**config.mk**
```make
export PLATFORM = sky130hd
export DESIGN_NAME = utf8_to_utf16_transcoder
export DESIGN_NICKNAME = d
export VERILOG_FILES = /design/src/hw/rtl/u8u16_pkg.sv /design/src/hw/rtl/u8u16_front.sv /design/src/hw/rtl/u8u16_fifo.sv /design/src/hw/rtl/u8u16_back.sv /design/src/hw/rtl/utf8_to_utf16_transcoder.sv
export SDC_FILE = /design/constraint.sdc
export NUM_CORES = 1
export LEC_CHECK = 0
export ABC_AREA = 1
export BUFFER_PORTS_ARGS = -buffer_cell sky130_fd_sc_hd__buf_2
export CORE_AREA = 2 2 121 123
export CTS_CLUSTER_DIAMETER = 120
export CTS_CLUSTER_SIZE = 14
export DETAILED_ROUTE_END_ITERATION = 8
export DIE_AREA = 0 0 123 125
export GPL_TIMING_DRIVEN = 0
export PLACE_DENSITY_LB_ADDON = 0.05
export SLEW_MARGIN = 25
export SYNTH_ARGS = -nofsm -noshare
export SYNTH_HDL_FRONTEND = slang
export SYNTH_HIERARCHICAL = 1
export SYNTH_SLANG_ARGS = --single-unit
```
**constraint.sdc**
```tcl
create_clock -name clk -period 8.9 [get_ports clk]
set_input_delay 0.445 -clock clk [delete_from_list [all_inputs] [get_ports clk]]
set_output_delay 0.445 -clock clk [all_outputs]
set_load 0.01 [all_outputs]
```
**src/hw/rtl/u8u16_pkg.sv**
```systemverilog
// ----------------------------------------------------------------------------
// UTF-8 to UTF-16 transcoder package
// Shared types and constants for the decoder front, queue and unit emitter.
// ----------------------------------------------------------------------------
package u8u16_pkg;

  localparam int FIFO_DEPTH = 4;
  localparam int FIFO_AW    = $clog2(FIFO_DEPTH);

  localparam logic [7:0] ASCII_MAX  = 8'h7F;
  localparam logic [7:0] LEAD2_MIN  = 8'hC2;
  localparam logic [7:0] LEAD2_MAX  = 8'hDF;
  localparam logic [7:0] LEAD3_MIN  = 8'hE0;
  localparam logic [7:0] LEAD3_MAX  = 8'hEF;
  localparam logic [7:0] LEAD3_SURR = 8'hED;
  localparam logic [7:0] LEAD4_MIN  = 8'hF0;
  localparam logic [7:0] LEAD4_MAX  = 8'hF4;
  localparam logic [7:0] CONT_MIN   = 8'h80;
  localparam logic [7:0] CONT_MAX   = 8'hBF;
  localparam logic [7:0] E0_LOW     = 8'hA0;
  localparam logic [7:0] ED_HIGH    = 8'h9F;
  localparam logic [7:0] F0_LOW     = 8'h90;
  localparam logic [7:0] F4_HIGH    = 8'h8F;

  localparam logic [20:0] SUPP_BASE = 21'h10000;
  localparam logic [15:0] HIGH_SURR = 16'hD800;
  localparam logic [15:0] LOW_SURR  = 16'hDC00;

  typedef enum logic [1:0] {
    KIND_UNIT,
    KIND_PAIR,
    KIND_ERROR
  } kind_t;

  // One decoded item: a single unit, a supplementary code point less the
  // base offset, or an error.
  typedef struct packed {
    kind_t       kind;
    logic [19:0] data;
    logic        fin;
  } entry_t;

  typedef struct packed {
    logic [1:0]  pending;
    logic [20:0] partial;
    logic [7:0]  low_bound;
    logic [7:0]  high_bound;
    logic        at_second;
    logic        discarding;
  } front_state_t;

  localparam front_state_t FRONT_RESET = '{
    pending:    2'd0,
    partial:    21'd0,
    low_bound:  CONT_MIN,
    high_bound: CONT_MAX,
    at_second:  1'b0,
    discarding: 1'b0
  };

endpackage

```
**src/hw/rtl/u8u16_front.sv**
```systemverilog
// ----------------------------------------------------------------------------
// UTF-8 decoder front
// Validates each byte against the sequence in progress and pushes decoded
// code points or error markers into the queue.
// ----------------------------------------------------------------------------
module u8u16_front
  import u8u16_pkg::*;
(
  input  logic        clk,
  input  logic        rst,
  input  logic        accept,
  input  logic [7:0]  byte_in,
  input  logic        end_of_string,
  output logic        push,
  output entry_t      entry
);

  front_state_t state;
  front_state_t state_next;

  always_ff @(posedge clk) begin
    if (rst) begin
      state <= FRONT_RESET;
    end else begin
      state <= state_next;
    end
  end

  always_comb begin
    logic        ok;
    logic        done;
    logic [20:0] cp;
    logic [20:0] shifted;
    logic [7:0]  lo;
    logic [7:0]  hi;
    logic [20:0] offset;
    ok         = 1'b1;
    done       = 1'b0;
    cp         = 21'd0;
    shifted    = {state.partial[14:0], byte_in[5:0]};
    lo         = state.at_second ? state.low_bound : CONT_MIN;
    hi         = state.at_second ? state.high_bound : CONT_MAX;
    offset     = 21'd0;
    state_next = state;
    push       = 1'b0;
    entry.kind = KIND_ERROR;
    entry.data = 20'd0;
    entry.fin  = end_of_string;
    if (accept) begin
      if (state.discarding) begin
        if (end_of_string) begin
          push       = 1'b1;
          state_next = FRONT_RESET;
        end
      end else begin
        if (state.pending == 2'd0) begin
          priority if (byte_in <= ASCII_MAX) begin
            cp   = {13'd0, byte_in};
            done = 1'b1;
          end else if (byte_in >= LEAD2_MIN && byte_in <= LEAD2_MAX) begin
            state_next.pending    = 2'd1;
            state_next.partial    = {16'd0, byte_in[4:0]};
            state_next.low_bound  = CONT_MIN;
            state_next.high_bound = CONT_MAX;
            state_next.at_second  = 1'b1;
          end else if (byte_in >= LEAD3_MIN && byte_in <= LEAD3_MAX) begin
            state_next.pending    = 2'd2;
            state_next.partial    = {17'd0, byte_in[3:0]};
            state_next.low_bound  = (byte_in == LEAD3_MIN) ? E0_LOW : CONT_MIN;
            state_next.high_bound = (byte_in == LEAD3_SURR) ? ED_HIGH : CONT_MAX;
            state_next.at_second  = 1'b1;
          end else if (byte_in >= LEAD4_MIN && byte_in <= LEAD4_MAX) begin
            state_next.pending    = 2'd3;
            state_next.partial    = {18'd0, byte_in[2:0]};
            state_next.low_bound  = (byte_in == LEAD4_MIN) ? F0_LOW : CONT_MIN;
            state_next.high_bound = (byte_in == LEAD4_MAX) ? F4_HIGH : CONT_MAX;
            state_next.at_second  = 1'b1;
          end else begin
            ok = 1'b0;
          end
        end else begin
          if (byte_in < lo || byte_in > hi) begin
            ok = 1'b0;
          end else begin
            state_next.partial   = shifted;
            state_next.pending   = state.pending - 2'd1;
            state_next.at_second = 1'b0;
            if (state.pending == 2'd1) begin
              cp                 = shifted;
              state_next.partial = 21'd0;
              done               = 1'b1;
            end
          end
        end

        if (!ok) begin
          push                  = 1'b1;
          state_next            = FRONT_RESET;
          state_next.discarding = !end_of_string;
        end else if (!done) begin
          if (end_of_string) begin
            push       = 1'b1;
            state_next = FRONT_RESET;
          end
        end else begin
          push   = 1'b1;
          offset = cp - SUPP_BASE;
          if (cp[20:16] != 5'd0) begin
            entry.kind = KIND_PAIR;
            entry.data = offset[19:0];
          end else begin
            entry.kind = KIND_UNIT;
            entry.data = {4'd0, cp[15:0]};
          end
          if (end_of_string) begin
            state_next = FRONT_RESET;
          end
        end
      end
    end
  end

endmodule

```
**src/hw/rtl/u8u16_fifo.sv**
```systemverilog
// ----------------------------------------------------------------------------
// Decoded item queue
// Short first-in first-out queue between the decoder front and the emitter.
// ----------------------------------------------------------------------------
module u8u16_fifo
  import u8u16_pkg::*;
(
  input  logic   clk,
  input  logic   rst,
  input  logic   push,
  input  entry_t push_entry,
  input  logic   pop,
  output entry_t head,
  output logic   empty,
  output logic   full
);

  entry_t               slots [FIFO_DEPTH];
  logic [FIFO_AW-1:0]   wr_ptr;
  logic [FIFO_AW-1:0]   rd_ptr;
  logic [FIFO_AW:0]     count;

  assign empty = (count == '0);
  assign full  = (count == (FIFO_AW+1)'(FIFO_DEPTH));
  assign head  = slots[rd_ptr];

  always_ff @(posedge clk) begin
    if (push) begin
      slots[wr_ptr] <= push_entry;
    end
  end

  always_ff @(posedge clk) begin
    if (rst) begin
      wr_ptr <= '0;
      rd_ptr <= '0;
      count  <= '0;
    end else begin
      if (push) begin
        wr_ptr <= wr_ptr + 1'b1;
      end
      if (pop) begin
        rd_ptr <= rd_ptr + 1'b1;
      end
      if (push && !pop) begin
        count <= count + 1'b1;
      end else if (pop && !push) begin
        count <= count - 1'b1;
      end
    end
  end

endmodule

```
**src/hw/rtl/u8u16_back.sv**
```systemverilog
// ----------------------------------------------------------------------------
// UTF-16 unit emitter
// Turns queued items into code units, splitting supplementary code points
// into a high and low surrogate over two beats, into an output register.
// ----------------------------------------------------------------------------
module u8u16_back
  import u8u16_pkg::*;
(
  input  logic        clk,
  input  logic        rst,
  input  entry_t      head,
  input  logic        head_valid,
  output logic        pop,
  output logic        out_valid,
  input  logic        out_ready,
  output logic [15:0] code_unit,
  output logic        bad_input,
  output logic        final_unit
);

  logic        low_half;
  logic        load;
  logic [15:0] unit_next;
  logic        bad_next;
  logic        fin_next;
  logic        low_half_next;

  assign load = head_valid && (!out_valid || out_ready);

  always_comb begin
    unit_next     = 16'd0;
    bad_next      = 1'b0;
    fin_next      = head.fin;
    low_half_next = low_half;
    pop           = 1'b0;
    unique case (head.kind)
      KIND_UNIT: begin
        unit_next = head.data[15:0];
        pop       = load;
      end
      KIND_PAIR: begin
        if (!low_half) begin
          unit_next = HIGH_SURR | {6'd0, head.data[19:10]};
          fin_next  = 1'b0;
          if (load) begin
            low_half_next = 1'b1;
          end
        end else begin
          unit_next = LOW_SURR | {6'd0, head.data[9:0]};
          pop       = load;
          if (load) begin
            low_half_next = 1'b0;
          end
        end
      end
      default: begin
        bad_next = 1'b1;
        pop      = load;
      end
    endcase
  end

  always_ff @(posedge clk) begin
    if (rst) begin
      out_valid <= 1'b0;
      low_half  <= 1'b0;
    end else begin
      low_half <= low_half_next;
      if (load) begin
        out_valid <= 1'b1;
      end else if (out_ready) begin
        out_valid <= 1'b0;
      end
    end
  end

  always_ff @(posedge clk) begin
    if (load) begin
      code_unit  <= unit_next;
      bad_input  <= bad_next;
      final_unit <= fin_next;
    end
  end

endmodule

```
**src/hw/rtl/utf8_to_utf16_transcoder.sv**
```systemverilog
// ----------------------------------------------------------------------------
// UTF-8 to UTF-16 transcoder
// Strictly validating stream converter from UTF-8 bytes to UTF-16 units.
// ----------------------------------------------------------------------------
// The slave stream carries one UTF-8 byte per beat, with tlast on the final
// byte of a string. The master stream carries one UTF-16 code unit per beat,
// with tuser high for an error result and tlast on the last result of a
// string. After an error, later bytes of the string are dropped and the final
// byte gives a closing error beat.
// A byte enters on any cycle in which tready is high, one per cycle. The
// decoder front works within the cycle of acceptance; each decoded item is
// then registered in the queue and after that in the output register before
// it is valid on the master side. A supplementary code point gives two beats,
// a high and then a low surrogate, and the emitter keeps its queue entry
// until it loads the low surrogate; a four-entry queue between front and
// emitter absorbs this and any stall.
// When the receiver holds tready low the output beat holds, the queue fills,
// and tready on the slave side falls once the queue is full.
// A synchronous reset empties the queue and the output register and returns
// the decoder to the start of a string.
// ----------------------------------------------------------------------------
module utf8_to_utf16_transcoder
  import u8u16_pkg::*;
(
  input  logic        clk,
  input  logic        rst,
  input  logic        s_axis_tvalid,
  output logic        s_axis_tready,
  input  logic [7:0]  s_axis_tdata,   // [7:0] byte_in
  input  logic        s_axis_tlast,
  output logic        m_axis_tvalid,
  input  logic        m_axis_tready,
  output logic [15:0] m_axis_tdata,   // [15:0] code_unit
  output logic        m_axis_tuser,   // [0] bad_input
  output logic        m_axis_tlast
);

  logic   accept;
  logic   push;
  entry_t push_entry;
  logic   pop;
  entry_t head;
  logic   empty;
  logic   full;

  assign s_axis_tready = !full;
  assign accept        = s_axis_tvalid && s_axis_tready;

  u8u16_front u_front (
    .clk           (clk),
    .rst           (rst),
    .accept        (accept),
    .byte_in       (s_axis_tdata),
    .end_of_string (s_axis_tlast),
    .push          (push),
    .entry         (push_entry)
  );

  u8u16_fifo u_fifo (
    .clk        (clk),
    .rst        (rst),
    .push       (push),
    .push_entry (push_entry),
    .pop        (pop),
    .head       (head),
    .empty      (empty),
    .full       (full)
  );

  u8u16_back u_back (
    .clk        (clk),
    .rst        (rst),
    .head       (head),
    .head_valid (!empty),
    .pop        (pop),
    .out_valid  (m_axis_tvalid),
    .out_ready  (m_axis_tready),
    .code_unit  (m_axis_tdata),
    .bad_input  (m_axis_tuser),
    .final_unit (m_axis_tlast)
  );

endmodule

```
==> impl_metrics.json, run 1 <==
{
  "run_status": "finished, final reports clean",
  "grt_overflow": 0,
  "syn_inst": 694,
  "synth_top_area_share": 0.4746,
  "min_path_type": "in2reg",
  "pwr_density_cell_nw_per_um2": 308.7,
  "tightest_slew_ps": 628.7,
  "timing.hold.ws_ps": 309.4,
  "crit_buf_inv": 3,
  "postSynthAreaPerCell_um2": 10.03,
  "cts_sinks": 145,
  "setup_tns_ps": 0,
  "die_w_um": 123,
  "routedWlPerCell_um": 16.09,
  "rsz0062_at_grt": "no",
  "cts_setup_buffers": 0,
  "crit_slowest_cell": "a21oi_1",
  "ys_top_cells_by_count": "nor2_1, nand2_1, edfxtp_1",
  "synth_cell_type_count": 43,
  "grt_pass1_vias": 4810,
  "antenna_found_initial": 0,
  "synth_top_area_cell": "edfxtp_1",
  "synth.most_common_cell": "nor2_1",
  "grt_pass1_wl_mm": 24.76,
  "worstPathCellList": "nand2_2 -> ha_1 -> or2_2 -> nand2_1 -> nand2_1 -> nand3_4 -> nand2_4 -> nand3_1 -> nor3_1 -> a21oi_1 -> ha_1 -> inv_1 -> fa_1 -> inv_1 -> nand2_1 -> nand3_1 -> nand2_1 -> inv_1 -> nor2_1",
  "diodes": 0,
  "p_leak_nw": 3.229,
  "ys_warn_count": 6,
  "max_stage_delay_ps": 500,
  "drtPass1Iterations": 4,
  "timing.fmax_ghz": 0.2985,
  "synth_ff_type": "edfxtp_1",
  "viasPerCell": 5.110,
  "crit_arrival_ps": 3670,
  "startpoint_type": "flop",
  "path_max_fanout": 9,
  "rows": 44,
  "slew_violations": 0,
  "die_height_um": 125,
  "fin_skew_ps": 5.591,
  "drt-total-wl_mm": 15.16,
  "crit_top_cell": "nand2_1",
  "core-area_um2": 14200,
  "cts_tree": "built",
  "required_ps": 9220,
  "cts-root-buf": "clkbuf_16",
  "dr.first_iter.drc_count": 302,
  "drive_above_1_share": 0.2282,
  "htree_levels": 4,
  "drv_cap": 0,
  "postCtsHoldBufs": 0,
  "fin_crit_ps": 3350,
  "clkLatencyLatePin_ps": 420,
  "final_hold_viol_count": 0,
  "critical-path-top-delay-family": "simple AND/OR/NAND/NOR gates",
  "clk_path_buf_depth": 2,
  "synthTopCellsByArea": "edfxtp_1, dfxtp_1, nor2_1",
  "worstSetupEndpointType": "flop",
  "ant_nets": 0,
  "fill_cells": 1235,
  "place.port_buffers": 32,
  "slew_headroom": 0.5803,
  "layout.nets": 772,
  "synthArstFlopShare": 0,
  "syn-cell-area_um2": 6960,
  "drc": 0,
  "via_count": 4814,
  "clk_pin_slew_ps": 60,
  "post_cts_resized": 0,
  "ios": 33,
  "grt_use_total": 0.2137,
  "ys_seq_elements": 145,
  "synth_edf_count": 110,
  "critPathKind": "reg2reg",
  "die-area_um2": 15380,
  "numCtsBuffers": 17,
  "start_util": 0.4900,
  "setup_viol": 0,
  "finalCritPeriodShare": 0.3764,
  "synth_nets": 720,
  "dp_hpwl_mm": 10.64,
  "synthToLayoutAreaGrowth_pct": 13.73,
  "postLayoutCellArea_um2": 7916,
  "irDropWorstVdd_mv": 0.1294,
  "ys_seq_area_frac": 0.5752,
  "placed_cell_area_um2": 7366,
  "grt_max_degree": 24,
  "gp_congestion": 0.8623
}
[kinds of logic (layout without fill, tap and decap cells)]
family | after synthesis | in the layout | synth area share
buffers and inverters | 105 | 169 | 0.07712
adders and majority gates | 13 | 13 | 0.02445
DFF | 145 | 145 | 0.5752
and+or+nand+nor | 332 | 332 | 0.2209
xor gates and xnor gates | 2 | 2 | 0.002517
AOI/OAI and AO/OA | 97 | 97 | 0.09977
[sequential cells by signal (all words and copies together) (netlist names), named ones only]
name and flops:
u_back/final_unit 1, u_fifo/slots 92, u_back/code_unit 16, u_back/bad_input 1, u_front/state 24, u_back/low_half 1, u_fifo/wr_ptr 2, u_fifo/count 3
u_fifo/rd_ptr 2, u_back/out_valid 1
[per-layer routing]
layer	GRT usage	vias to the layer above	part of all wire
met1	0.2852	2258	0.46
li1	-	2417	-
met4	0.08088	0	0.025
met3	0.04973	23	0.044
met5	0	-	0
met2	0.3393	116	0.48
[layout make-up]
cell class	instances	area, um^2	area share
sequential	145	4004	0.5058
clock inverter	13	121.4	0.01533
timing repair buffer	33	171.4	0.02165
multi-input combinational	444	2424	0.3061
tap	184	230.2	0.02908
clock buffer	18	429.2	0.05421
buffer	25	224.0	0.02829
inverter	80	312.8	0.03951
[placed cells by master (no fill, tap or decap), types with 6 or more instances in the layout]
master and count:
edfxtp_1 110, inv_2 13, nand2_2 6, a21oi_1 13, nor2_2 21, nor3_1 8
ha_1 12, inv_1 66, dfxtp_1 35, nor2_4 10, nor2_1 125, clkbuf_1 6
o21ai_2 17, nand3_1 16, clkbuf_16 17, o21ai_0 37, o22ai_2 16, o22ai_1 7
nand2_1 121, nand4_1 14, buf_2 38
[path summary, 6_finish.rpt]
kind                                  startpoint              end  slack, ps  cells past startpoint
worst max-delay path            u_front/state[1]  u_fifo/count[2]       5550                     19
worst min-delay path                         rst  u_fifo/count[0]        310                      2
worst max register to register  u_front/state[1]  u_fifo/count[2]       5550                     19
worst min register to register  u_fifo/rd_ptr[1]             flop        440                      1
[power by group]
part           switching (mW)  internal [mW]  total (mW)  leakage, nW
registers              0.0447          0.886       0.930         1.34
logic                   0.560          0.294       0.854         1.62
clock network           0.255          0.404       0.659        0.262
total                   0.860           1.58        2.44         3.23
[through the flow]
step	util	std cells	power, mW	worst slack (ps)
floorplan	-	694	1.548	5953
global placement	0.5175	910	1.778	5149
detailed placement	0.5186	911	1.802	5245
CTS	0.5573	942	2.463	5393
global route	0.5573	942	2.596	5279
finish	0.5573	942	2.444	5550
(Power assumes the default switching activity.)
==> run 2, diff against run 1 <==
ABC_AREA = 0   (was 1)
CORE_AREA = 2 2 115 117   (was 2 2 121 123)
DIE_AREA = 0 0 117 119   (was 0 0 123 125)
clock period = 3.5 ns   (was 8.9 ns; I/O delays follow)
==> impl_metrics.json, run 2 <==
{
  "cp-startpoint": "u_front/state[1]",
  "pwr_density_cell_nw_per_um2": 717.4,
  "place.port_buffers": 31,
  "run_status": "finished, final reports clean",
  "dp_hpwl_mm": 8.315,
  "path_max_fanout": 6,
  "largest_reg_flops": 92,
  "dr.first_iter.drc_count": 238,
  "grt_max_degree": 24,
  "regMostFlops": "u_fifo/slots",
  "timing.hold.ws_ps": 47.60,
  "placed_cell_area_um2": 6568,
  "grt_use_total": 0.1995,
  "min_path_type": "in2reg",
  "p_leak_nw": 2.563,
  "ios": 33,
  "clk_pin_slew_ps": 60,
  "yosys.area_share.simple": 0.09957,
  "start_util": 0.4802,
  "reg_top3": "u_fifo/slots x92, u_front/state x24, u_back/code_unit x16",
  "cts_sinks": 145,
  "synth_nets": 444,
  "setup.reg_to_reg.worst_slack_ps": 160,
  "synthToLayoutAreaGrowth_pct": 17.51,
  "die-area_um2": 13920,
  "synthMuxAreaShare": 0.09391,
  "slew_headroom": 0.3950,
  "fin_ws_ps": 156.2,
  "rows": 42,
  "synth_top_family_by_area": "simple AND/OR/NAND/NOR gates",
  "numCtsBuffers": 17,
  "final_hold_viol_count": 0,
  "synth_top_area_cell": "edfxtp_1",
  "drt-total-wl_mm": 12.53,
  "timing.fmax_ghz": 0.2991,
  "crit_end": "u_fifo/count[2]",
  "slew_violations": 0,
  "die_w_um": 117,
  "worstSetupEndpointType": "flop",
  "ys_seq_elements": 145,
  "ant_nets": 0,
  "syn-cell-area_um2": 6182,
  "grt_pass1_vias": 3709,
  "tightest_slew_ps": 907.5,
  "synth_compound_area_frac": 0.08824,
  "drive_above_1_share": 0.2668,
  "synth_xor_area_frac": 0.009917,
  "total_power_mw": 5.212,
  "rr_endpoint": "u_fifo/count[2]",
  "layout.nets": 504,
  "critPathKind": "reg2reg",
  "drv_cap": 0,
  "grt_overflow": 0,
  "drtPass1Iterations": 4,
  "setup_tns_ps": 0,
  "irDropWorstVdd_mv": 0.3512,
  "synth_top_area_share": 0.5343,
  "synth_cell_type_count": 56,
  "htree_levels": 4,
  "fin_skew_ps": 6.879,
  "core-area_um2": 12870,
  "drc": 0,
  "cts-root-buf": "clkbuf_16",
  "viasPerCell": 5.465,
  "postSynthAreaPerCell_um2": 14.79,
  "layout_common_cells": "edfxtp_1, buf_2, nand2_1, dfxtp_1, nor2_1",
  "crit_arrival_ps": 3690,
  "gp_congestion": 0.8535,
  "ys_seq_area_frac": 0.6476,
  "required_ps": 3840,
  "diodes": 0,
  "synth_ff_type": "edfxtp_1",
  "synth_edf_count": 110,
  "clkLatencyLatePin_ps": 410,
  "synthArstFlopShare": 0,
  "via_count": 3645,
  "layout_commonest_cell": "edfxtp_1",
  "ys_warn_count": 6,
  "fin_crit_ps": 3344,
  "postLayoutCellArea_um2": 7264,
  "rr_worst_depth": 14,
  "synth.most_common_cell": "edfxtp_1",
  "synthTopCellsByArea": "edfxtp_1, dfxtp_1, mux4_2",
  "reg2reg_from": "u_front/state[1]",
  "fill_cells": 1065,
  "antenna_found_initial": 0,
  "die_height_um": 119,
  "setup_viol": 0,
  "grt_pass1_wl_mm": 20.05,
  "startpoint_type": "flop",
  "pre_cts_ws_ps": -473.4,
  "cts_tree": "built",
  "synthAdderAreaFrac": 0.02752,
  "finalCritPeriodShare": 0.9554,
  "clk_path_buf_depth": 2,
  "routedWlPerCell_um": 18.79,
  "ys_top_cells_by_count": "edfxtp_1, dfxtp_1, nand2_1",
  "syn_inst": 418
}
==> run 2: metal layers <==
metal  GRT usage  share of wire
met5           0              0
met3     0.05700          0.034
met2      0.3089           0.49
met1      0.2696           0.47
met4     0.07132          0.012
==> run 2: worst min path at each step <==
stage                              from          endpoint  cells after the start
after floorplan                     rst  u_back/out_valid                      1
after global placement              rst  u_back/out_valid                      2
after detailed placement            rst  u_back/out_valid                      2
after CTS                 m_axis_tready  u_back/out_valid                      3
after global routing       s_axis_tlast  u_front/state[0]                      2
final                     m_axis_tready  u_back/out_valid                      3
==> run 2: what timing repair did <==
action,in CTS,in global routing
endpoints found under the setup margin,94,8
hold buffers,1,0
resized for setup,4,7
hold endpoints to repair,2,0
pin swaps,1,5
setup buffers,1,8
==> run 2: worst max-delay path, stage by stage (launching register included) <==
cell,delay (ps)
dfxtp_4,380
and2b_2,190
inv_1,90
ha_4,290
o2bb2ai_2,70
a2111o_1,490
nor2_4,160
nor4_1,80
a211oi_2,260
ha_2,230
inv_1,50
fa_1,370
xor2_1,180
or3_1,310
a21oi_1,130
==> run 2: through the flow <==
stage | utilization | cells
after floorplan | - | 418
final | 0.5642 | 667
after global placement | 0.5097 | 625
after global routing | 0.5642 | 667
after CTS | 0.5564 | 659
after detailed placement | 0.5101 | 625
==> run 2: cell type report <==
cell class / instances / area, um^2 / area share
clock inverter: 13 / 120.1 / 0.01653
inverter: 17 / 63.81 / 0.008784
clock buffer: 19 / 442.9 / 0.06097
buffer: 19 / 141.4 / 0.01946
tap: 176 / 220.2 / 0.03031
multi-input combinational: 237 / 2036 / 0.2802
sequential: 145 / 4008 / 0.5517
timing repair buffer: 41 / 232.7 / 0.03204
==> run 2: report_power, final <==
part | total (mW) | internal (mW) | leakage [nW] | switching, mW
clock network | 1.70 | 1.05 | 0.275 | 0.645
registers | 2.24 | 2.16 | 1.32 | 0.0815
logic | 1.27 | 0.548 | 0.969 | 0.722
total | 5.21 | 3.76 | 2.56 | 1.45
==> run 2: cell families after synthesis <==
kind of cell | after synthesis
AOI/OAI and AO/OA | 67
xor gates and xnor gates | 7
buffers and inverters | 36
DFF | 145
muxes | 28
adders and majority gates | 13
and+or+nand+nor | 122
